### src/rtl/cia_pkg.sv
`timescale 1ns / 1ps

package cia_pkg;

  localparam int NUM_THRESHOLDS_DEF = 4;
  localparam int COUNT_WIDTH_DEF    = 48;

  // Breadth outputs that the result channel carries
  localparam int OUT_BREADTHS = 4;

  localparam int POS_W      = 32;
  localparam int THR_W      = 31;
  localparam int ACT_W      = 3;
  localparam int SUM_W      = 64;
  localparam int PROD_W     = THR_W + POS_W;
  localparam int CFG_IDX_W  = 3;
  localparam int CFG_DATA_W = 31;

  localparam int QUEUE_DEPTH = 2;

  // Register indexes; threshold k sits at CFG_THRESHOLD_0 + k
  localparam logic [CFG_IDX_W-1:0] CFG_THRESHOLD_0 = 3'd0;
  localparam logic [CFG_IDX_W-1:0] CFG_ACTIVE      = 3'd4;

  // Classified record as it travels from the front end to the accumulators
  typedef struct packed {
    logic [POS_W-1:0]        len;
    logic [THR_W-1:0]        depth;
    logic                    rejected;
    logic                    zero_depth;
    logic [OUT_BREADTHS-1:0] hits;
  } cia_item_t;

  function automatic int num_used(int n);
    return (n < OUT_BREADTHS) ? n : OUT_BREADTHS;
  endfunction

endpackage

### src/rtl/cia_if.sv
`timescale 1ns / 1ps

interface cia_rec_if;
  logic                      valid;
  logic                      ready;
  logic [cia_pkg::POS_W-1:0] start_pos;
  logic [cia_pkg::POS_W-1:0] end_pos;
  logic [cia_pkg::POS_W-1:0] depth;

  modport source (output valid, output start_pos, output end_pos, output depth,
                  input ready);
  modport sink (input valid, input start_pos, input end_pos, input depth,
                output ready);
endinterface

interface cia_res_if #(
  parameter int COUNT_WIDTH = cia_pkg::COUNT_WIDTH_DEF
);
  logic                      valid;
  logic                      ready;
  logic [COUNT_WIDTH-1:0]    positions_total;
  logic [cia_pkg::SUM_W-1:0] depth_sum;
  logic [COUNT_WIDTH-1:0]    empty_bases;
  logic [COUNT_WIDTH-1:0]    gap_count;
  logic [COUNT_WIDTH-1:0]    breadth_count_0;
  logic [COUNT_WIDTH-1:0]    breadth_count_1;
  logic [COUNT_WIDTH-1:0]    breadth_count_2;
  logic [COUNT_WIDTH-1:0]    breadth_count_3;
  logic                      record_rejected;
  logic                      error_seen;

  modport source (output valid, output positions_total, output depth_sum,
                  output empty_bases, output gap_count, output breadth_count_0,
                  output breadth_count_1, output breadth_count_2,
                  output breadth_count_3, output record_rejected,
                  output error_seen, input ready);
  modport sink (input valid, input positions_total, input depth_sum,
                input empty_bases, input gap_count, input breadth_count_0,
                input breadth_count_1, input breadth_count_2,
                input breadth_count_3, input record_rejected,
                input error_seen, output ready);
endinterface

### src/rtl/coverage_interval_accumulator.sv
`timescale 1ns / 1ps
// Coverage interval accumulator.
// Input channel rec carries one interval record per transaction: start_pos,
// end_pos (exclusive) and depth. Output channel res returns one transaction
// per record with the running totals after that record: positions, depth sum,
// zero-depth bases and gaps, four breadth counts, a reject flag for this
// record and the sticky error flag. All counters saturate.
// Thresholds and the active threshold count are written through the plain
// write port (cfg_we_i, cfg_idx_i, cfg_data_i); the user must write them
// only while no record is in flight, as the block does not enforce it.
// An accepted record passes the queue, the multiply stage and the accumulate
// into the result register. Throughput: one record per cycle unless res
// stalls; the accumulator feedback is a single saturating add per counter
// and the 31x32 product has its own stage. When res stalls, the result and
// the multiply stage hold, the two-entry queue fills and then rec.ready
// drops; the front end keeps accepting until the queue is full.
// Reset clears all totals, the error flag, thresholds and the active count.
module coverage_interval_accumulator #(
  parameter int NUM_THRESHOLDS = cia_pkg::NUM_THRESHOLDS_DEF,
  parameter int COUNT_WIDTH    = cia_pkg::COUNT_WIDTH_DEF
) (
  input  logic                           clk_i,
  input  logic                           rst_ni,
  input  logic                           cfg_we_i,
  input  logic [cia_pkg::CFG_IDX_W-1:0]  cfg_idx_i,
  input  logic [cia_pkg::CFG_DATA_W-1:0] cfg_data_i,
  cia_rec_if.sink                        rec,
  cia_res_if.source                      res
);
  import cia_pkg::*;

  logic      push;
  logic      q_ready;
  logic      q_valid;
  logic      pop;
  cia_item_t push_item;
  cia_item_t head_item;

  cia_front #(
    .NUM_THRESHOLDS(NUM_THRESHOLDS)
  ) u_front (
    .clk_i     (clk_i),
    .rst_ni    (rst_ni),
    .cfg_we_i  (cfg_we_i),
    .cfg_idx_i (cfg_idx_i),
    .cfg_data_i(cfg_data_i),
    .rec       (rec),
    .push_o    (push),
    .item_o    (push_item),
    .q_ready_i (q_ready)
  );

  cia_queue u_queue (
    .clk_i  (clk_i),
    .rst_ni (rst_ni),
    .push_i (push),
    .item_i (push_item),
    .ready_o(q_ready),
    .valid_o(q_valid),
    .item_o (head_item),
    .pop_i  (pop)
  );

  cia_back #(
    .NUM_THRESHOLDS(NUM_THRESHOLDS),
    .COUNT_WIDTH   (COUNT_WIDTH)
  ) u_back (
    .clk_i    (clk_i),
    .rst_ni   (rst_ni),
    .q_valid_i(q_valid),
    .q_item_i (head_item),
    .pop_o    (pop),
    .res      (res)
  );

`ifndef NO_ASSERTIONS
  a_sticky_error : assert property (@(posedge clk_i) disable iff (!rst_ni)
    res.error_seen |=> res.error_seen)
    else $error("error flag cleared after being set");

  a_reject_flags : assert property (@(posedge clk_i) disable iff (!rst_ni)
    (res.valid && res.record_rejected) |-> res.error_seen)
    else $error("rejected record without error flag");

  a_pos_monotonic : assert property (@(posedge clk_i) disable iff (!rst_ni)
    1'b1 |=> (res.positions_total >= $past(res.positions_total)))
    else $error("position total decreased");

  a_gap_bound : assert property (@(posedge clk_i) disable iff (!rst_ni)
    res.empty_bases <= res.positions_total)
    else $error("zero-depth bases exceed total positions");
`endif

endmodule

### src/rtl/cia_front.sv
`timescale 1ns / 1ps

module cia_front #(
  parameter int NUM_THRESHOLDS = cia_pkg::NUM_THRESHOLDS_DEF
) (
  input  logic                           clk_i,
  input  logic                           rst_ni,
  input  logic                           cfg_we_i,
  input  logic [cia_pkg::CFG_IDX_W-1:0]  cfg_idx_i,
  input  logic [cia_pkg::CFG_DATA_W-1:0] cfg_data_i,
  cia_rec_if.sink                        rec,
  output logic                           push_o,
  output cia_pkg::cia_item_t             item_o,
  input  logic                           q_ready_i
);
  import cia_pkg::*;

  localparam int NumUsed = num_used(NUM_THRESHOLDS);

  logic [THR_W-1:0] thr_q [NumUsed];
  logic [ACT_W-1:0] active_q;

  always_ff @(posedge clk_i or negedge rst_ni) begin
    if (!rst_ni) begin
      active_q <= '0;
      for (int k = 0; k < NumUsed; k++) begin
        thr_q[k] <= '0;
      end
    end else if (cfg_we_i) begin
      if (cfg_idx_i == CFG_ACTIVE) begin
        active_q <= cfg_data_i[ACT_W-1:0];
      end
      for (int k = 0; k < NumUsed; k++) begin
        if (cfg_idx_i == CFG_THRESHOLD_0 + CFG_IDX_W'(k)) begin
          thr_q[k] <= cfg_data_i[THR_W-1:0];
        end
      end
    end
  end

  assign rec.ready = q_ready_i;
  assign push_o    = rec.valid & q_ready_i;

  // Classify: length, reject, gap and per-threshold hits
  always_comb begin
    item_o            = '0;
    item_o.len        = (rec.end_pos > rec.start_pos) ? (rec.end_pos - rec.start_pos) : '0;
    item_o.depth      = rec.depth[THR_W-1:0];
    item_o.rejected   = rec.depth[POS_W-1];
    item_o.zero_depth = (rec.depth == '0);
    for (int k = 0; k < NumUsed; k++) begin
      item_o.hits[k] = (ACT_W'(k) < active_q) && (rec.depth >= {1'b0, thr_q[k]});
    end
  end

endmodule

### src/rtl/cia_queue.sv
`timescale 1ns / 1ps

module cia_queue (
  input  logic               clk_i,
  input  logic               rst_ni,
  input  logic               push_i,
  input  cia_pkg::cia_item_t item_i,
  output logic               ready_o,
  output logic               valid_o,
  output cia_pkg::cia_item_t item_o,
  input  logic               pop_i
);
  import cia_pkg::*;

  localparam int PtrW = $clog2(QUEUE_DEPTH);

  cia_item_t       mem_q [QUEUE_DEPTH];
  logic [PtrW-1:0] wr_q;
  logic [PtrW-1:0] rd_q;
  logic [PtrW:0]   cnt_q;

  assign ready_o = (cnt_q != (PtrW + 1)'(QUEUE_DEPTH));
  assign valid_o = (cnt_q != '0);
  assign item_o  = mem_q[rd_q];

  always_ff @(posedge clk_i) begin
    if (push_i) begin
      mem_q[wr_q] <= item_i;
    end
  end

  always_ff @(posedge clk_i or negedge rst_ni) begin
    if (!rst_ni) begin
      wr_q  <= '0;
      rd_q  <= '0;
      cnt_q <= '0;
    end else begin
      if (push_i) begin
        wr_q <= wr_q + 1'b1;
      end
      if (pop_i) begin
        rd_q <= rd_q + 1'b1;
      end
      case ({push_i, pop_i})
        2'b10:   cnt_q <= cnt_q + 1'b1;
        2'b01:   cnt_q <= cnt_q - 1'b1;
        default: cnt_q <= cnt_q;
      endcase
    end
  end

endmodule

### src/rtl/cia_back.sv
`timescale 1ns / 1ps

module cia_back #(
  parameter int NUM_THRESHOLDS = cia_pkg::NUM_THRESHOLDS_DEF,
  parameter int COUNT_WIDTH    = cia_pkg::COUNT_WIDTH_DEF
) (
  input  logic               clk_i,
  input  logic               rst_ni,
  input  logic               q_valid_i,
  input  cia_pkg::cia_item_t q_item_i,
  output logic               pop_o,
  cia_res_if.source          res
);
  import cia_pkg::*;

  localparam int NumUsed = num_used(NUM_THRESHOLDS);

  function automatic logic [COUNT_WIDTH-1:0] sat_cnt(logic [COUNT_WIDTH-1:0] acc,
                                                     logic [POS_W-1:0] inc);
    logic [COUNT_WIDTH:0] s;
    s = {1'b0, acc} + (COUNT_WIDTH + 1)'(inc);
    return s[COUNT_WIDTH] ? '1 : s[COUNT_WIDTH-1:0];
  endfunction

  // Multiply stage
  logic              a_valid_q;
  cia_item_t         a_item_q;
  logic [PROD_W-1:0] a_prod_q;
  logic              a_ready;
  logic              b_load;

  // Accumulators double as the result register
  logic                   out_valid_q;
  logic                   rej_q;
  logic                   err_q;
  logic [COUNT_WIDTH-1:0] pos_q;
  logic [COUNT_WIDTH-1:0] empty_q;
  logic [COUNT_WIDTH-1:0] gap_q;
  logic [SUM_W-1:0]       dsum_q;
  logic [COUNT_WIDTH-1:0] brd_q [NumUsed];
  logic [COUNT_WIDTH-1:0] brd_out [OUT_BREADTHS];
  logic [SUM_W:0]         dsum_add;

  assign b_load  = a_valid_q && (!out_valid_q || res.ready);
  assign a_ready = !a_valid_q || b_load;
  assign pop_o   = q_valid_i && a_ready;

  always_ff @(posedge clk_i or negedge rst_ni) begin
    if (!rst_ni) begin
      a_valid_q <= 1'b0;
    end else if (a_ready) begin
      a_valid_q <= q_valid_i;
    end
  end

  always_ff @(posedge clk_i) begin
    if (pop_o) begin
      a_item_q <= q_item_i;
      a_prod_q <= q_item_i.depth * q_item_i.len;
    end
  end

  assign dsum_add = {1'b0, dsum_q} + (SUM_W + 1)'(a_prod_q);

  always_ff @(posedge clk_i or negedge rst_ni) begin
    if (!rst_ni) begin
      out_valid_q <= 1'b0;
      rej_q       <= 1'b0;
      err_q       <= 1'b0;
      pos_q       <= '0;
      empty_q     <= '0;
      gap_q       <= '0;
      dsum_q      <= '0;
      for (int k = 0; k < NumUsed; k++) begin
        brd_q[k] <= '0;
      end
    end else begin
      if (b_load) begin
        out_valid_q <= 1'b1;
      end else if (res.ready) begin
        out_valid_q <= 1'b0;
      end
      if (b_load) begin
        rej_q <= a_item_q.rejected;
        err_q <= err_q | a_item_q.rejected;
        // A rejected record leaves every total where it was
        if (!a_item_q.rejected) begin
          pos_q  <= sat_cnt(pos_q, a_item_q.len);
          dsum_q <= dsum_add[SUM_W] ? '1 : dsum_add[SUM_W-1:0];
          if (a_item_q.zero_depth) begin
            gap_q   <= sat_cnt(gap_q, POS_W'(1));
            empty_q <= sat_cnt(empty_q, a_item_q.len);
          end
          for (int k = 0; k < NumUsed; k++) begin
            if (a_item_q.hits[k]) begin
              brd_q[k] <= sat_cnt(brd_q[k], a_item_q.len);
            end
          end
        end
      end
    end
  end

  for (genvar k = 0; k < OUT_BREADTHS; k++) begin : g_brd
    if (k < NumUsed) begin : g_used
      assign brd_out[k] = brd_q[k];
    end else begin : g_unused
      assign brd_out[k] = '0;
    end
  end

  assign res.valid           = out_valid_q;
  assign res.positions_total = pos_q;
  assign res.depth_sum       = dsum_q;
  assign res.empty_bases     = empty_q;
  assign res.gap_count       = gap_q;
  assign res.breadth_count_0 = brd_out[0];
  assign res.breadth_count_1 = brd_out[1];
  assign res.breadth_count_2 = brd_out[2];
  assign res.breadth_count_3 = brd_out[3];
  assign res.record_rejected = rej_q;
  assign res.error_seen      = err_q;

endmodule
### src/flat_wrapper.sv
// flat-port wrapper written by rule: the top's interface ports become plain ports
module coverage_interval_accumulator_flat import cia_pkg::*;
#(
  parameter int NUM_THRESHOLDS = cia_pkg::NUM_THRESHOLDS_DEF,
  parameter int COUNT_WIDTH    = cia_pkg::COUNT_WIDTH_DEF
)
  (clk_i, rst_ni, cfg_we_i, cfg_idx_i, cfg_data_i, rec_valid, rec_start_pos, rec_end_pos, rec_depth, rec_ready, res_valid, res_positions_total, res_depth_sum, res_empty_bases, res_gap_count, res_breadth_count_0, res_breadth_count_1, res_breadth_count_2, res_breadth_count_3, res_record_rejected, res_error_seen, res_ready);
  cia_rec_if rec_i ();
  cia_res_if #(.COUNT_WIDTH(COUNT_WIDTH)) res_i ();
  input  logic clk_i;
  input  logic rst_ni;
  input  logic cfg_we_i;
  input  logic [cia_pkg::CFG_IDX_W-1:0] cfg_idx_i;
  input  logic [cia_pkg::CFG_DATA_W-1:0] cfg_data_i;
  input wire logic [$bits(rec_i.valid)-1:0] rec_valid;
  input wire logic [$bits(rec_i.start_pos)-1:0] rec_start_pos;
  input wire logic [$bits(rec_i.end_pos)-1:0] rec_end_pos;
  input wire logic [$bits(rec_i.depth)-1:0] rec_depth;
  output wire logic [$bits(rec_i.ready)-1:0] rec_ready;
  output wire logic [$bits(res_i.valid)-1:0] res_valid;
  output wire logic [$bits(res_i.positions_total)-1:0] res_positions_total;
  output wire logic [$bits(res_i.depth_sum)-1:0] res_depth_sum;
  output wire logic [$bits(res_i.empty_bases)-1:0] res_empty_bases;
  output wire logic [$bits(res_i.gap_count)-1:0] res_gap_count;
  output wire logic [$bits(res_i.breadth_count_0)-1:0] res_breadth_count_0;
  output wire logic [$bits(res_i.breadth_count_1)-1:0] res_breadth_count_1;
  output wire logic [$bits(res_i.breadth_count_2)-1:0] res_breadth_count_2;
  output wire logic [$bits(res_i.breadth_count_3)-1:0] res_breadth_count_3;
  output wire logic [$bits(res_i.record_rejected)-1:0] res_record_rejected;
  output wire logic [$bits(res_i.error_seen)-1:0] res_error_seen;
  input wire logic [$bits(res_i.ready)-1:0] res_ready;
  assign rec_i.valid = rec_valid;
  assign rec_i.start_pos = rec_start_pos;
  assign rec_i.end_pos = rec_end_pos;
  assign rec_i.depth = rec_depth;
  assign rec_ready = rec_i.ready;
  assign res_valid = res_i.valid;
  assign res_positions_total = res_i.positions_total;
  assign res_depth_sum = res_i.depth_sum;
  assign res_empty_bases = res_i.empty_bases;
  assign res_gap_count = res_i.gap_count;
  assign res_breadth_count_0 = res_i.breadth_count_0;
  assign res_breadth_count_1 = res_i.breadth_count_1;
  assign res_breadth_count_2 = res_i.breadth_count_2;
  assign res_breadth_count_3 = res_i.breadth_count_3;
  assign res_record_rejected = res_i.record_rejected;
  assign res_error_seen = res_i.error_seen;
  assign res_i.ready = res_ready;
  coverage_interval_accumulator #(.NUM_THRESHOLDS(NUM_THRESHOLDS), .COUNT_WIDTH(COUNT_WIDTH)) u_core (.clk_i(clk_i), .rst_ni(rst_ni), .cfg_we_i(cfg_we_i), .cfg_idx_i(cfg_idx_i), .cfg_data_i(cfg_data_i), .rec(rec_i), .res(res_i));
endmodule
### config.mk
export PLATFORM = sky130hd
export DESIGN_NAME = coverage_interval_accumulator_flat
export DESIGN_NICKNAME = d
export VERILOG_FILES = /design/src/rtl/cia_pkg.sv /design/src/rtl/cia_if.sv /design/src/rtl/coverage_interval_accumulator.sv /design/src/rtl/cia_front.sv /design/src/rtl/cia_queue.sv /design/src/rtl/cia_back.sv /design/src/flat_wrapper.sv
export SDC_FILE = /design/constraint.sdc
export NUM_CORES = 2
export LEC_CHECK = 0
export ABC_CLOCK_PERIOD_IN_PS = 9650
export BUFFER_PORTS_ARGS = -buffer_cell sky130_fd_sc_hd__buf_2
export CELL_PAD_IN_SITES_DETAIL_PLACEMENT = 0
export CELL_PAD_IN_SITES_GLOBAL_PLACEMENT = 1
export CORE_AREA = 4 4 407 409
export CTS_CLUSTER_SIZE = 12
export DETAILED_ROUTE_END_ITERATION = 8
export DIE_AREA = 0 0 411 413
export GPL_ROUTABILITY_DRIVEN = 0
export PLACE_DENSITY = 0.92
export SLEW_MARGIN = 20
export SYNTH_ARGS = -nofsm -noshare
export SYNTH_HDL_FRONTEND = slang
export SYNTH_SLANG_ARGS = --single-unit
### constraint.sdc
create_clock -name clk_i -period 9.65 [get_ports clk_i]
set_input_delay 1.4475 -clock clk_i [delete_from_list [all_inputs] [get_ports clk_i]]
set_output_delay 1.4475 -clock clk_i [all_outputs]
set_load 0.01 [all_outputs]
### Word-level counts from Yosys, hierarchy flattened

Memory sizes are Yosys's and may differ from the RTL's.
Cells that the tools add are included.

* memories: 1
* input bits: 135
* memory bits (writable): 138
* register bits: 636

* mux-type cells: 14
* equal/unequal tests: 7
* $add $sub $neg: 13
* $mul: 1
* bitwise logic cells: 3
* reductions and logical operators: 26
* order comparisons: 9

Memories
* u_core.u_queue.mem_q: words 2, bits a word 69, rd ports 1, clocked after Yosys merged registers in 0, write ports 1, RTL line cia_queue.sv:17 `cia_item_t mem_q [QUEUE_DEPTH];`

Operators by type and width (number)
* $mux W48: 7
* $add A48 B32 Y49: 6
* $ge A32 B31 Y1: 4
* $add A64 B63 Y65: 1
* $mux W64: 1
* $mul A31 B32 Y63: 1
* $add A48 B1 Y49 const B: 1
* $gt A32 B32 Y1: 1
* $logic_not A32 Y1: 1
* $mux W32: 1
* $sub A32 B32 Y32: 1
* $reduce_and A3 Y1: 5
* $reduce_and A2 Y1: 6
* $eq A3 B2 Y1 const B: 2
* $logic_and A1 B1 Y1: 6
* $lt A1 B3 Y1 const A: 2
* $lt A2 B3 Y1 const A: 2
* $reduce_bool A2 Y1: 3
* $mux W1: 4
* $pmux W2 S2: 1
* $eq A3 B1 Y1 const B: 1
* $eq A3 B3 Y1 const B: 1
* $logic_not A3 Y1: 1
* $add A1 B1 Y1 const B: 2
* other kinds (10): 12

### Logic depth before layout (Yosys ltp)

* word-level depth: 7
* gate-level depth with buffers: 34
* gate-level depth less buffers: 29

### Cells and area by module

Synthesis repeated with hierarchy kept, for this count alone.

* cells, all modules: 8478
* area total of the unflattened synthesis: 80180.6 um^2

By module, submodules not included
* cia_back: area each 64785.9 um^2, sequential area each 13142.6 um^2, cells an instance 7108, instances 1
* cia_front: area each 9877.0 um^2, sequential area each 3178.0 um^2, cells an instance 1139, instances 1
* cia_queue: area each 5517.8 um^2, sequential area each 4244.1 um^2, cells an instance 231, instances 1

### Worst setup path before layout

OpenSTA, ideal clock, no wires.

* path kind: reg-to-reg
* start: reg u_core.u_queue.rd_q
* end: reg u_core.u_back.a_prod_q[60], data pin
* path buffers: 5
* arrival time: 8376 ps
* clock period less this slack: 8635 ps
* stages on the path, launching flop included: 33
* path slack: 1015 ps
* path through: dfrtp_1 buf_2 buf_1 clkbuf_1 clkbuf_1 mux2i_1 nor2_1 fa_1 fa_1 inv_1 fa_1 inv_1 fa_1 inv_1 fa_1 inv_1 fa_1 fa_1 inv_1 fa_1 inv_1 ha_1 clkbuf_1 and3_1 and3_1 nand4_1 nor2_1 o21ai_0 a21oi_1 a31oi_1 o21ai_0 a31oi_1 xnor2_1

* cells in the longest elaborated chain, start to end: 2

Ends and longest elaborated chain
* start: declaration: RTL line cia_queue.sv:19 `logic [PtrW-1:0] rd_q;`
* start signal: assignment: RTL line cia_queue.sv:42 `rd_q <= rd_q + 1'b1;`
* $mem_v2 Z2 W69
* $mul A31 B32 Y63: RTL line cia_back.sv:59 `a_prod_q <= q_item_i.depth * q_item_i.len;`
* end signal: assignment: RTL line cia_back.sv:59
* end: declaration: RTL line cia_back.sv:28 `logic [PROD_W-1:0] a_prod_q;`

Every way passes these cells.
A chain may end at the register's enable or synchronous reset.

### Worst setup path after layout

Ends and elaborated chain as after synthesis.

==> flow_summary.json <==
{
  "fmax_ghz": 0.109,
  "clk_pin_slew_worst_paths_ps": 60,
  "violations": "DRC",
  "final_net_count": 10700,
  "finalSetupTns_ps": 0,
  "grt_setup_unrepaired": "no",
  "worstPathMaxFanout": 30,
  "placed_cells": 11100,
  "rows": 148,
  "cp-end-kind": "register",
  "wire_per_inst_um": 22.6,
  "htree_levels": 3,
  "slowest_delay_ps": 850,
  "hold_buffers": 0,
  "grt_pass1_vias": 66700,
  "post_cts_buffers": 0,
  "critPathArrivalTime_ps": 9700,
  "numCtsBuffers": 92,
  "wirelength_um": 255000,
  "die_h_um": 413,
  "synth_edf_count": 239,
  "crit_required_ps": 10140,
  "syn-num-nets": 10200,
  "max_slew.worst_pin.slew_ps": 1240,
  "yosys.area.top_type_share_pct": 22.2,
  "worst-setup-path-type": "reg -> reg",
  "drc": 2,
  "crit_slowest_cell": "mux2i_2",
  "tritoncts": "done",
  "grt_max_degree": 157,
  "yosys_most_used_dff": "dfrtp_1",
  "cts.path.max_buffers": 3,
  "status": "finished, violations left",
  "grt_antenna_before_repair": 21,
  "die_area_um2": 170000,
  "num_vias": 66400,
  "crit_top_cell": "fa_1",
  "synthesis.area_um2": 79000,
  "max-slew-margin-rel_pct": 14.9,
  "dp_hpwl_um": 196000,
  "hold_violations": 0,
  "synth-async-reset-ratio_pct": 69.1,
  "syn_to_final_growth_pct": 11.3,
  "io_pins": 539,
  "reg2reg_slack_ps": 430,
  "final.fill_count": 14300,
  "ys_ff_latch": 774,
  "final_max_slew_viol_count": 0,
  "dr.pass1.iters": 9,
  "synth_top_cells_by_area": "fa_1 22%, dfrtp_1 17%, ha_1 11%",
  "place_area_um2": 84600,
  "drv_cap": 0,
  "track_usage_pct": 29.6,
  "worstSetupStartpointType": "register",
  "clock_skew_ps": 64.2,
  "gr-total-overflow": 0,
  "yosys.area.top_type": "fa_1",
  "seq_area_frac_synth_pct": 26.0,
  "setup_violations": 0,
  "postSynthAreaPerCell_um2": 9.22,
  "start_util_pct": 48.7,
  "die_w_um": 411,
  "fin_crit_ps": 9220,
  "core_um2": 162000,
  "stdcell_count": 11300,
  "cts_root_buf": "clkbuf_16",
  "fin_area_um2": 87900,
  "layout-drive-gt1-share_pct": 11.8,
  "hold_path.class": "reg -> reg",
  "drtIter0Drc": 6239,
  "fin_crit_sh_pct": 95.5,
  "post_cts_resized": 0,
  "ant_nets": 0,
  "synth_warnings": 0,
  "yosysUniqueCellTypes": 108,
  "vias_per_cell": 5.89,
  "io_buffers": 538,
  "clock_latency_ps": 770,
  "syn-instance-count": 8559,
  "grt_pass1_wl_um": 388000,
  "clkSinkCount": 774
}
cell type report:
type | instances | area (um^2) | share of cell area [%]
Tap cell | 2175 | 2720 | 3.10
Multi-Input combinational cell | 6271 | 52900 | 60.2
Sequential cell | 774 | 20600 | 23.4
Antenna cell | 19 | 47.5 | 0.0541
Timing Repair Buffer | 708 | 4040 | 4.60
Clock buffer | 126 | 2620 | 2.98
Clock inverter | 44 | 651 | 0.740
Inverter | 1163 | 4370 | 4.97
sequential cells by signal, indices dropped and copies added, names as in the netlist:
name / flops
u_core.u_back.res.positions_total: 48
u_core.u_back.res.empty_bases: 48
u_core.u_back.res.breadth_count_0: 48
u_core.u_back.res.record_rejected: 1
u_core.u_back.res.breadth_count_3: 48
u_core.u_queue.cnt_q: 2
u_core.u_back.res.breadth_count_2: 48
u_core.u_queue.mem_q: 138
u_core.u_back.a_valid_q: 1
u_core.u_back.a_item_q: 38
u_core.u_front.active_q: 3
u_core.u_back.res.gap_count: 48
u_core.u_back.res.valid: 1
u_core.u_back.res.error_seen: 1
u_core.u_back.res.depth_sum: 64
u_core.u_queue.wr_q: 1
u_core.u_back.res.breadth_count_1: 48
u_core.u_queue.rd_q: 1
u_core.u_back.a_prod_q: 63
u_core.u_front.thr_q: 124
cell families (layout without fill, tap and decap cells):
logic type | Yosys count | after routing | share of synthesized area [%]
xor+xnor | 378 | 378 | 4.19
other cells | 0 | 19 | 0
buf+inv | 1514 | 2041 | 7.26
mux | 162 | 162 | 2.21
compound gates | 1649 | 1649 | 13.5
simple gates | 2539 | 2539 | 14.1
flops | 774 | 774 | 26.0
fa+ha+maj | 1543 | 1543 | 32.8
cell usage after synthesis, drive strengths merged, types with 78 or more instances:
master and number:
dfrtp 535, ha 669, o21ai 360, xnor2 196
nand3 128, xor2 182, edfxtp 239, fa 874
a31oi 203, a21oi 435, mux2 98, nand4 113
a21o 205, inv 1151, nand2 1005, nor2 885
o22a 78, clkbuf 310
path summary, 6_finish.rpt:
path / startpoint / to / depth (start not counted)
max in group asynchronous: rst_ni / u_core.u_back.res.depth_sum[40] / 3
hold reg to reg: u_core.u_back.res.error_seen / u_core.u_back.res.error_seen / 1
hold / removal: u_core.u_back.res.error_seen / u_core.u_back.res.error_seen / 1
setup / recovery: u_core.u_queue.rd_q / u_core.u_back.a_prod_q[60] / 27
min in group asynchronous: rst_ni / u_core.u_back.res.breadth_count_1[39] / 1
setup reg to reg: u_core.u_queue.rd_q / u_core.u_back.a_prod_q[60] / 27
layout by cell type, fill, tap and decap left out, types with 34 or more instances in the layout:
| master | count |
|---|---|
| buf_2 | 537 |
| o21ai_0 | 335 |
| and3_1 | 76 |
| and2_1 | 34 |
| xor2_1 | 182 |
| o22a_1 | 78 |
| nand3_1 | 128 |
| clkbuf_16 | 94 |
| inv_1 | 1150 |
| a21o_1 | 205 |
| nor2_1 | 880 |
| o21bai_1 | 58 |
| buf_4 | 165 |
| fa_1 | 874 |
| nand2_1 | 1004 |
| ha_1 | 669 |
| a21oi_1 | 429 |
| o21a_1 | 56 |
| dfrtp_1 | 534 |
| edfxtp_1 | 239 |
| nor2b_1 | 48 |
| nor3_1 | 70 |
| mux2_2 | 98 |
| a31oi_1 | 201 |
| nand2b_1 | 41 |
| nand4_1 | 112 |
| xnor2_1 | 196 |
worst max-delay path: cells and delay by family, from the launching register on:
kind / cells / cell delay, ps
AO/OA/AOI/OAI: 5 / 1310
multiplexers: 1 / 850
buffers and inverters: 6 / 760
AND/OR/NAND/NOR: 5 / 750
XOR/XNOR: 1 / 150
adder cells (fa/ha/maj): 9 / 4450
flip-flops: 1 / 640
stage by stage:
stage | utilization (%) | hold WS [ps] | setup slack (ps)
global route | 54.2 | 497 | 132
global placement | 52.2 | 455 | 778
detailed placement | 52.2 | 465 | 622
finish | 54.2 | 475 | 435
floorplan | - | 461 | 1010
CTS | 54.2 | 479 | 606
routing by layer:
layer	track usage, %	routed length (um)
met1	36.5	95400
met2	46.1	115000
met3	7.71	25500
met4	19.0	19500
met5	0.0575	72
Power is not shown: default switching activity piles up to over one toggle a cycle in this logic, so the estimate is an artifact.
